$ cat config.mk
export PLATFORM = sky130hd
export DESIGN_NAME = mlp_ctrl
export DESIGN_NICKNAME = d
export VERILOG_FILES = /design/src/design/mlp_pkg.sv /design/src/design/mlp_ctrl.sv
export SDC_FILE = /design/constraint.sdc
export NUM_CORES = 1
export LEC_CHECK = 0
export ABC_AREA = 1
export BUFFER_PORTS_ARGS = -buffer_cell sky130_fd_sc_hd__clkbuf_2
export CAP_MARGIN = 20
export CORE_MARGIN = 1
export CORE_UTILIZATION = 59
export CTS_CLUSTER_DIAMETER = 80
export DETAILED_ROUTE_END_ITERATION = 10
export PLACE_DENSITY = 0.86
export SLEW_MARGIN = 30
export SYNTH_ARGS = -nofsm -noshare
export SYNTH_HDL_FRONTEND = slang
export SYNTH_SLANG_ARGS = --single-unit
export TNS_END_PERCENT = 50
$ cat constraint.sdc
create_clock -name clk_i -period 9.43 [get_ports clk_i]
set_input_delay 0.4715 -clock clk_i [delete_from_list [all_inputs] [get_ports clk_i]]
set_output_delay 0.4715 -clock clk_i [all_outputs]
set_load 0.02 [all_outputs]
$ cat src/design/mlp_pkg.sv
// shared types and constants of the mlp forward pass block
package mlp_pkg;

  localparam logic [1:0] ActWeight = 2'd0;
  localparam logic [1:0] ActBias   = 2'd1;
  localparam logic [1:0] ActInput  = 2'd2;
  localparam logic [1:0] ActUnused = 2'd3;

  localparam logic [1:0] CfgInputCount  = 2'd0;
  localparam logic [1:0] CfgHiddenLayer = 2'd1;
  localparam logic [1:0] CfgHiddenNode  = 2'd2;
  localparam logic [1:0] CfgOutputCount = 2'd3;

  localparam int unsigned ResultLimit = 16;
  localparam int unsigned AccW        = 40;
  localparam int unsigned MagW        = 41;
  localparam int unsigned NumW        = 56;
  localparam int unsigned DenW        = 44;
  localparam int unsigned QW          = 13;
  localparam int unsigned DivLastBit  = 12;
  localparam int unsigned DrainCycles = 2;
  localparam logic [MagW:0] AccOne    = 42'd16777216;

  typedef struct packed {
    logic w_we;
    logic b_we;
    logic a_we;
    logic a_from_y;
    logic bias_rd;
    logic mac_rd;
    logic div_start;
  } mlp_cmd_t;

  typedef struct packed {
    logic div_busy;
    logic div_done;
  } mlp_sts_t;

endpackage

$ cat src/design/mlp_ctrl.sv
// sequencer over loads, layers, nodes and source terms
module mlp_ctrl #(
  parameter int unsigned MI  = 16,
  parameter int unsigned ML  = 4,
  parameter int unsigned MH  = 16,
  parameter int unsigned MO  = 16,
  parameter int unsigned ND  = 96,
  parameter int unsigned WD  = 1280,
  parameter int unsigned NAW = 7,
  parameter int unsigned WAW = 11,
  parameter int unsigned LW  = 3
) (
  input  logic              clk_i,
  input  logic              rst_ni,
  input  logic              in_valid_i,
  output logic              in_ready_o,
  input  logic [1:0]        in_action_i,
  input  logic [10:0]       in_index_i,
  input  logic              in_last_i,
  output logic              out_valid_o,
  input  logic              out_ready_i,
  output logic [3:0]        out_index_o,
  output logic              out_last_o,
  input  logic [4:0]        cfg_input_count_i,
  input  logic [2:0]        cfg_hidden_layer_count_i,
  input  logic [4:0]        cfg_hidden_node_count_i,
  input  logic [4:0]        cfg_output_count_i,
  output mlp_pkg::mlp_cmd_t cmd_o,
  input  mlp_pkg::mlp_sts_t sts_i,
  output logic [WAW-1:0]    w_waddr_o,
  output logic [WAW-1:0]    w_raddr_o,
  output logic [NAW-1:0]    b_waddr_o,
  output logic [NAW-1:0]    b_raddr_o,
  output logic [NAW-1:0]    a_waddr_o,
  output logic [NAW-1:0]    a_raddr_o
);
  import mlp_pkg::*;

  localparam logic [2:0] S_IDLE  = 3'd0;
  localparam logic [2:0] S_BIAS  = 3'd1;
  localparam logic [2:0] S_MAC   = 3'd2;
  localparam logic [2:0] S_DRAIN = 3'd3;
  localparam logic [2:0] S_DIVS  = 3'd4;
  localparam logic [2:0] S_DIV   = 3'd5;
  localparam logic [2:0] S_STORE = 3'd6;
  localparam logic [2:0] S_OUT   = 3'd7;

  function automatic int unsigned clampc(int unsigned v, int unsigned top);
    int unsigned r;
    r = (v < 1) ? 1 : ((v > top) ? top : v);
    return r;
  endfunction

  logic [2:0] state_q, state_d;
  logic [NAW-1:0] src_q, src_d, lstart_q, lstart_d, dst_q, dst_d;
  logic [NAW-1:0] cnt_q, cnt_d, nodes_q, nodes_d, j_q, j_d, k_q, k_d;
  logic [WAW-1:0] widx_q, widx_d;
  logic [LW-1:0] layer_q, layer_d, nl;
  logic [1:0] drain_q, drain_d;
  logic out_valid_q, out_valid_d, out_last_q, out_last_d;
  logic [3:0] out_index_q, out_index_d;
  logic [NAW-1:0] ni, nh, no;
  logic accept, node_last, out_layer;

  always_comb begin
    ni = NAW'(clampc(32'(cfg_input_count_i), MI));
    nh = NAW'(clampc(32'(cfg_hidden_node_count_i), MH));
    no = NAW'(clampc(clampc(32'(cfg_output_count_i), MO), ResultLimit));
    nl = LW'(clampc(32'(cfg_hidden_layer_count_i), ML));
  end

  assign in_ready_o = (state_q == S_IDLE);
  assign accept     = in_valid_i && in_ready_o;
  assign node_last  = (j_q == nodes_q - NAW'(1));
  assign out_layer  = (layer_q == nl);

  always_comb begin
    state_d     = state_q;
    src_d       = src_q;
    lstart_d    = lstart_q;
    dst_d       = dst_q;
    cnt_d       = cnt_q;
    nodes_d     = nodes_q;
    j_d         = j_q;
    k_d         = k_q;
    widx_d      = widx_q;
    layer_d     = layer_q;
    drain_d     = drain_q;
    out_valid_d = out_valid_q;
    out_last_d  = out_last_q;
    out_index_d = out_index_q;
    cmd_o       = '0;
    w_waddr_o   = WAW'(in_index_i);
    b_waddr_o   = NAW'(in_index_i);
    a_waddr_o   = NAW'(in_index_i);
    w_raddr_o   = widx_q;
    b_raddr_o   = dst_q;
    a_raddr_o   = src_q + k_q;
    unique case (state_q)
      S_IDLE: begin
        if (accept) begin
          cmd_o.w_we = (in_action_i == ActWeight) && (32'(in_index_i) < WD);
          cmd_o.b_we = (in_action_i == ActBias) && (32'(in_index_i) < ND);
          cmd_o.a_we = (in_action_i == ActInput) && (32'(in_index_i) < 32'(ni));
          if (in_action_i == ActInput && in_last_i) begin
            src_d    = '0;
            lstart_d = ni;
            dst_d    = ni;
            cnt_d    = ni;
            nodes_d  = nh;
            j_d      = '0;
            widx_d   = '0;
            layer_d  = '0;
            state_d  = S_BIAS;
          end
        end
      end
      S_BIAS: begin
        cmd_o.bias_rd = 1'b1;
        k_d = '0;
        state_d = S_MAC;
      end
      S_MAC: begin
        cmd_o.mac_rd = 1'b1;
        k_d = k_q + NAW'(1);
        widx_d = widx_q + WAW'(1);
        if (k_q == cnt_q - NAW'(1)) begin
          drain_d = '0;
          state_d = S_DRAIN;
        end
      end
      S_DRAIN: begin
        drain_d = drain_q + 2'd1;
        if (drain_q == 2'(DrainCycles - 1)) begin
          state_d = S_DIVS;
        end
      end
      S_DIVS: begin
        cmd_o.div_start = 1'b1;
        state_d = S_DIV;
      end
      S_DIV: begin
        if (sts_i.div_done) begin
          state_d = S_STORE;
        end
      end
      S_STORE: begin
        cmd_o.a_we = 1'b1;
        cmd_o.a_from_y = 1'b1;
        a_waddr_o = dst_q;
        if (out_layer) begin
          out_valid_d = 1'b1;
          out_index_d = 4'(j_q);
          out_last_d  = node_last;
          state_d     = S_OUT;
        end else begin
          dst_d = dst_q + NAW'(1);
          j_d   = j_q + NAW'(1);
          state_d = S_BIAS;
          if (node_last) begin
            j_d      = '0;
            src_d    = lstart_q;
            lstart_d = dst_q + NAW'(1);
            cnt_d    = nh;
            layer_d  = layer_q + LW'(1);
            nodes_d  = (layer_q + LW'(1) == nl) ? no : nh;
          end
        end
      end
      S_OUT: begin
        if (out_ready_i) begin
          out_valid_d = 1'b0;
          dst_d = dst_q + NAW'(1);
          j_d   = j_q + NAW'(1);
          state_d = node_last ? S_IDLE : S_BIAS;
        end
      end
      default: state_d = S_IDLE;
    endcase
  end

  always_ff @(posedge clk_i or negedge rst_ni) begin
    if (!rst_ni) begin
      state_q     <= S_IDLE;
      out_valid_q <= 1'b0;
    end else begin
      state_q     <= state_d;
      out_valid_q <= out_valid_d;
    end
  end

  always_ff @(posedge clk_i) begin
    src_q       <= src_d;
    lstart_q    <= lstart_d;
    dst_q       <= dst_d;
    cnt_q       <= cnt_d;
    nodes_q     <= nodes_d;
    j_q         <= j_d;
    k_q         <= k_d;
    widx_q      <= widx_d;
    layer_q     <= layer_d;
    drain_q     <= drain_d;
    out_last_q  <= out_last_d;
    out_index_q <= out_index_d;
  end

  assign out_valid_o = out_valid_q;
  assign out_index_o = out_index_q;
  assign out_last_o  = out_last_q;
endmodule

# --- After elaboration in Yosys (flattened, before gate mapping) ---
# Index checks and enable logic that the tools add are counted.
word_totals:
  regBits: 74
  latchBits: 0
  ramBits: 0
  mem_bits_ro: 0
  inputBits: 38
  out_inout_bits: 64
  word_cells: 146
  n_memories: 0
classes:
  addsub: 9
  multipliers: 0
  div_mod_pow: 0
  n_lt_le_gt_ge: 13
  n_eq_ne: 23
  shifts: 0
  muxes: 67
  bitwise: 0
  reduce_logical: 20
op_table:
  columns: ["cell", "count"]
  rows:
  - ["2-to-1 mux 7 bit", 20]
  - ["case mux 7 bit (2 select lines)", 5]
  - ["2-to-1 mux 5 bit", 9]
  - ["2-to-1 mux 3 bit", 14]
  - ["case mux 7 bit (3 select lines)", 2]
  - ["case mux 3 bit (8 select lines)", 1]
  - ["2-to-1 mux 11 bit", 2]
  - ["case mux 11 bit (2 select lines)", 1]
  - ["adder 7 x 1 -> 7 bit (second input constant)", 3]
  - ["> comparator 5 bit (second input constant)", 4]
  - ["< comparator 5 x 1 -> 1 bit (second input constant)", 4]
  - ["equality test 7 bit", 2]
  - ["!= test 2 bit (second input constant)", 7]
  - ["subtractor 7 x 1 -> 7 bit (second input constant)", 2]
  - ["equality test 3 bit (second input constant)", 4]
  - ["adder 11 x 1 -> 11 bit (second input constant)", 1]
  - ["< comparator 11 bit (second input constant)", 1]
  - ["< comparator 11 x 5 -> 1 bit", 1]
  - ["< comparator 11 x 7 -> 1 bit (second input constant)", 1]
  - ["AND reduction 5 bit", 2]
  - ["nonzero test 2 bit", 5]
  - ["adder 7 bit", 1]
  - ["2-to-1 mux 1 bit", 7]
  - ["equality test 3 x 2 -> 1 bit (second input constant)", 2]
  - ["20 further kinds", 31]

# --- Depth between registers and ports, before layout ---
depth:
  word_depth: 10
  ltp_mapped: 15
  ltp_nobuf: 15

# --- Worst setup path after synthesis ---
# No wires, ideal clock.
synth_timing:
  kind: "reg2reg"
  start: "register nodes_q[0]"
  end: "register cnt_q[0], enable pin"
  setup_ps: 420
  arrival_time_ps: 2560
  path_slack_ps: 6450
  path_stages_with_launch: 9
  n_path_buf: 0
  synth_period_minus_slack_ps: 2980
  cell_sequence: "edfxtp_1 -> inv_1 -> ha_1 -> xor2_1 -> nand2_1 -> nand3b_1 -> nor2_1 -> nand2_1 -> a21oi_1"
synth_between:
  elab_chain_cells: 4
synth_rtl:
  columns: ["element", "line_no", "text"]
  rows:
  - ["start: declaration", "mlp_ctrl.sv:56", "logic [NAW-1:0] cnt_q, cnt_d, nodes_q, nodes_d, j_q, j_d, k_q, k_d;"]
  - ["start signal: assignment", "mlp_ctrl.sv:197", "nodes_q <= nodes_d;"]
  - ["subtractor 7 x 1 -> 7 bit", "mlp_ctrl.sv:74", "assign node_last = (j_q == nodes_q - NAW'(1));"]
  - ["equality test 7 bit", "mlp_ctrl.sv:74", null]
  - ["!= test 2 bit (no line)", null, null]
  - ["AND reduction 5 bit (no line)", null, null]
  - ["end signal: assignment", "mlp_ctrl.sv:196", "cnt_q <= cnt_d;"]
  - ["end: declaration", "mlp_ctrl.sv:56", null]
# Every way passes these cells.
# A chain may end at the register's enable or synchronous reset.

# --- Final worst setup path ---
layout_timing:
  start: "register k_q[0]"
  end: "output a_raddr_o[6]"
layout_between:
  elab_chain_cells: 1
layout_rtl:
  columns: ["element", "line_no", "text"]
  rows:
  - ["start: declaration", "mlp_ctrl.sv:56", null]
  - ["start signal: assignment", "mlp_ctrl.sv:199", "k_q <= k_d;"]
  - ["adder 7 bit", "mlp_ctrl.sv:98", "a_raddr_o = src_q + k_q;"]
  - ["end: declaration", "mlp_ctrl.sv:35", "output logic [NAW-1:0] a_raddr_o"]
# Every way passes these cells.

==> summary.txt <==
Detailed routing
  – Vias per cell: 5.27
  – First-pass DRT Iterations: 5
  – Remaining number of nets flagged by the antenna check after routing: 0
  – Total Wirelength: between 9000 and 10,000 um
  – Iteration-0 DRC Markers: 214
  – Via total after detailed routing: roughly 3,800
  – Post-route DRC: 0
  – Average wire per standard cell: about 13 um

CTS
  – Clock transition at the registers of the reported paths: 0.07 ns
  – Root buffer selected by CTS: sky130_fd_sc_hd__clkbuf_8
  – Number of gates given a new drive strength after cts: 0
  – Deepest level of the CTS H-tree: 3
  – Number of CTS-inserted buffers: 9
  – Clock Latency Late Sink: 0.35 ns
  – CTS tree: yes
  – Largest buffer count on any clock path: 2
  – Clock sink count: 70

Timing
  – Post-layout minimum cycle time: 2.77 ns
  – Count of pins over their slew limit: 0
  – Setup-failing EPs final: 0
  – Rel. slew slack: 0.573
  – Peak Freq: between 300 and 400 MHz
  – Share of the clock period used by the worst path after layout: 0.294
  – Setup TNS Final: 0 ns
  – Transition at the pin with the smallest max-transition slack: 0.640 ns
  – Final hold violation count: 0
  – Unrepaired setup endpoints after global routing: no
  – Maximum clock skew at final layout: 0.00403 ns
  – Post-layout worst setup margin: 6.66 ns

GRT
  – First-pass GRT wire length: 15,800 um
  – Antenna violations before repair: 0
  – Largest net degree at the start of global routing: 44
  – Global-route total usage across every layer: 0.265
  – Remaining Overflow, GRT: 0
  – Via count of the first global-routing pass: between 3,000 and 4,000

Layout
  – Number of inserted filler cells in the final layout: 586
  – Number of nets at the end of the flow: 683
  – Final cell area excluding filler cells: 5170 sq um
  – Share of layout cells above drive strength 1: 0.230
  – Number of diodes: 0
  – Layout-stage area growth over the synthesis result: 16.0%

Placed design
  – HPWL after DPL: 7540 um
  – Placed Area: 4950 sq um
  – PortBufs: 100
  – Setup Slack @ Placement: just under 7 ns
  – GP Congestion: 0.917

Min path
  – Worst min-delay path class: input pin to flop

Power and ir drop
  – Internal power: 0.000938 W
  – Power per standard cell area: around 330 nW/um^2
  – LEAKAGE: 2.53 nW
  – Part of the total power dissipated in sequential elements: 0.374
  – Combinational Power Share: 0.473
  – Clk pwr share: 0.153
  – Switching power summed over all nets: 0.000778 W
  – Switching fraction of total power: 0.453
  – IR drop worst, VDD: ~130 uV

Synth
  – Top_reg_cell synth: sky130_fd_sc_hd__edfxtp_1
  – Share of the synthesized area in the top cell type: 0.444
  – Largest cells by area after synthesis: sky130_fd_sc_hd__edfxtp_1 (44%), sky130_fd_sc_hd__nand2_1 (8.8%), sky130_fd_sc_hd__inv_1 (7.0%)
  – Synthesized instance count: 536
  – Number of nets in the synthesized netlist: around 590
  – Number of enable-type register cells in the synthesized netlist: 66
  – Count of cell types in the netlist: 38
  – Warnings from Yosys: 0
  – Register area share after synthesis: 0.467
  – Post-synthesis average cell area: 8.32 sq um
  – Cell with the most instances after synthesis: sky130_fd_sc_hd__nand2_1
  – Netlist area before placement: 4460 sq um
  – Flop and latch count out of synthesis: 70
  – Share of flip-flops with an asynchronous set or reset after synthesis: 0.0571
  – Most numerous cell types in the synthesized netlist: sky130_fd_sc_hd__nand2_1 (104), sky130_fd_sc_hd__inv_1 (83), sky130_fd_sc_hd__edfxtp_1 (66)
  – Post-synthesis cell type with the largest combined area: sky130_fd_sc_hd__edfxtp_1

Setup path
  – CP Cell Sequence: ha_1 > inv_1 > fa_1 > o21ai_0 > a21oi_1 > nor2_1 > nor2_1 > xor2_1 > clkbuf_2
  – Element type at the critical path start: flop
  – Kind of end point of the critical path: output pin
  – Critical path type: flop to output pin
  – Highest cell delay on the worst timing path: 0.45 ns
  – Peak fanout along the critical path: 5
  – Worst path required time: 8.96 ns
  – Category of cells accounting for the largest share of critical-path delay: adder cells
  – CP Buf/Inv Count: 2
  – Critical path's slowest cell: sky130_fd_sc_hd__edfxtp_1
  – Most frequent CP cell: sky130_fd_sc_hd__nor2_1
  – CP Data Arrival Time: 2.30 ns

Floorplan
  – Top-level I/O count: 102
  – Die area: 7910 sq um
  – Height of the die: 89.0 um
  – Initial Utilization: 0.612
  – Horizontal extent of the die: roughly 90 um
  – Core ar.: 7290 sq um
  – Placement Rows: 31

Run
  – Max capacitance violation total: 0

Outcome
  – Result of the run: finished, final reports clean
per-stage QoR:
stage / cells / total power (W) / utilization / hold slack, ns
2_1_floorplan: 536 / 0.00121 / - / 0.176
3_3_place_gp: 713 / 0.00142 / 0.678 / 0.282
3_5_place_dp: 713 / 0.00145 / 0.678 / 0.285
4_1_cts: 730 / 0.00172 / 0.709 / 0.411
5_1_grt: 730 / 0.00186 / 0.710 / 0.463
6_report: 730 / 0.00172 / 0.710 / 0.421
worst min-delay path, stage by stage:
cell                       delay [ns]
sky130_fd_sc_hd__clkbuf_2        0.10
sky130_fd_sc_hd__nand2_1         0.06
sky130_fd_sc_hd__nand2_1         0.05
sky130_fd_sc_hd__nand2_1         0.05
worst paths after layout:
check,endpoint,from,slack (ns),cells after the start
setup / recovery,a_raddr_o[6],k_q[0],6.66,9
min in group asynchronous,state_q[0],rst_ni,0.46,2
max in group asynchronous,state_q[1],rst_ni,8.84,2
hold reg to reg,out_valid_o,out_valid_o,0.49,2
hold / removal,out_valid_o,out_ready_i,0.42,4
setup reg to reg,b_raddr_o[5],state_q[1],6.91,8
registers in the layout, indices dropped and copies added, names as in the netlist:
name	count
b_raddr_o	7
cnt_q	5
drain_q	2
j_q	7
k_q	7
layer_q	3
lstart_q	7
nodes_q	5
out_index_o	4
out_last_o	1
out_valid_o	1
src_q	7
state_q	3
w_raddr_o	11
kinds of logic after synthesis:
logic type,after synthesis,synth area share
XOR/XNOR,24,0.0471
buffers and inverters,119,0.117
AND/OR/NAND/NOR,232,0.224
flip-flops,70,0.467
AO/OA/AOI/OAI,72,0.0898
adder cells (fa/ha/maj),19,0.0550
metal layers:
layer / vias to the layer above / wire length, um / global-route usage
li1: 1921 / - / -
met1: 1761 / 3950 / 0.327
met2: 144 / 4790 / 0.460
met3: 21 / 625 / 0.0489
met4: 0 / 194 / 0.111
met5: - / 0 / 0
area by class of cell:
type / count / area [sq um] / share of cell area
repair buffers: 103 / 526 / 0.102
flip-flops and latches: 70 / 2080 / 0.402
clock inverters: 7 / 88.8 / 0.0172
clock buffers: 9 / 124 / 0.0239
inverters: 95 / 360 / 0.0696
multi-input cells: 347 / 1870 / 0.361
well taps: 99 / 124 / 0.0239
timing repair:
item,4_1_cts,5_1_grt
endpoints found under the hold margin,4,0
hold buffers,1,0
buffers inserted,0,0
power by group through the flow:
| stage | combinational (W) | sequential, W | clock (W) |
|---|---|---|---|
| floorplan | 0.000546 | 0.000665 | 0 |
| global placement | 0.000778 | 0.000638 | 0 |
| detailed placement | 0.000808 | 0.000646 | 0 |
| CTS | 0.000814 | 0.000640 | 0.000264 |
| global route | 0.000921 | 0.000658 | 0.000276 |
| finish | 0.000812 | 0.000642 | 0.000262 |
cells in the final DEF (no fill, tap or decap), types with 3 or more instances in the layout:
| master | count |
|---|---|
| sky130_fd_sc_hd__a21oi_1 | 24 |
| sky130_fd_sc_hd__ha_1 | 18 |
| sky130_fd_sc_hd__dfrtp_1 | 4 |
| sky130_fd_sc_hd__nand2_2 | 3 |
| sky130_fd_sc_hd__edfxtp_1 | 66 |
| sky130_fd_sc_hd__clkbuf_2 | 100 |
| sky130_fd_sc_hd__inv_2 | 9 |
| sky130_fd_sc_hd__nor2_1 | 62 |
| sky130_fd_sc_hd__nand3_1 | 32 |
| sky130_fd_sc_hd__inv_1 | 83 |
| sky130_fd_sc_hd__xor2_1 | 18 |
| sky130_fd_sc_hd__clkbuf_8 | 9 |
| sky130_fd_sc_hd__nor2_2 | 5 |
| sky130_fd_sc_hd__nor3_1 | 13 |
| sky130_fd_sc_hd__nand4_1 | 4 |
| sky130_fd_sc_hd__o21ai_0 | 33 |
| sky130_fd_sc_hd__clkinv_2 | 3 |
| sky130_fd_sc_hd__xnor2_1 | 6 |
| sky130_fd_sc_hd__nand2_1 | 104 |
No activity file was read; power rests on OpenSTA's default activity.
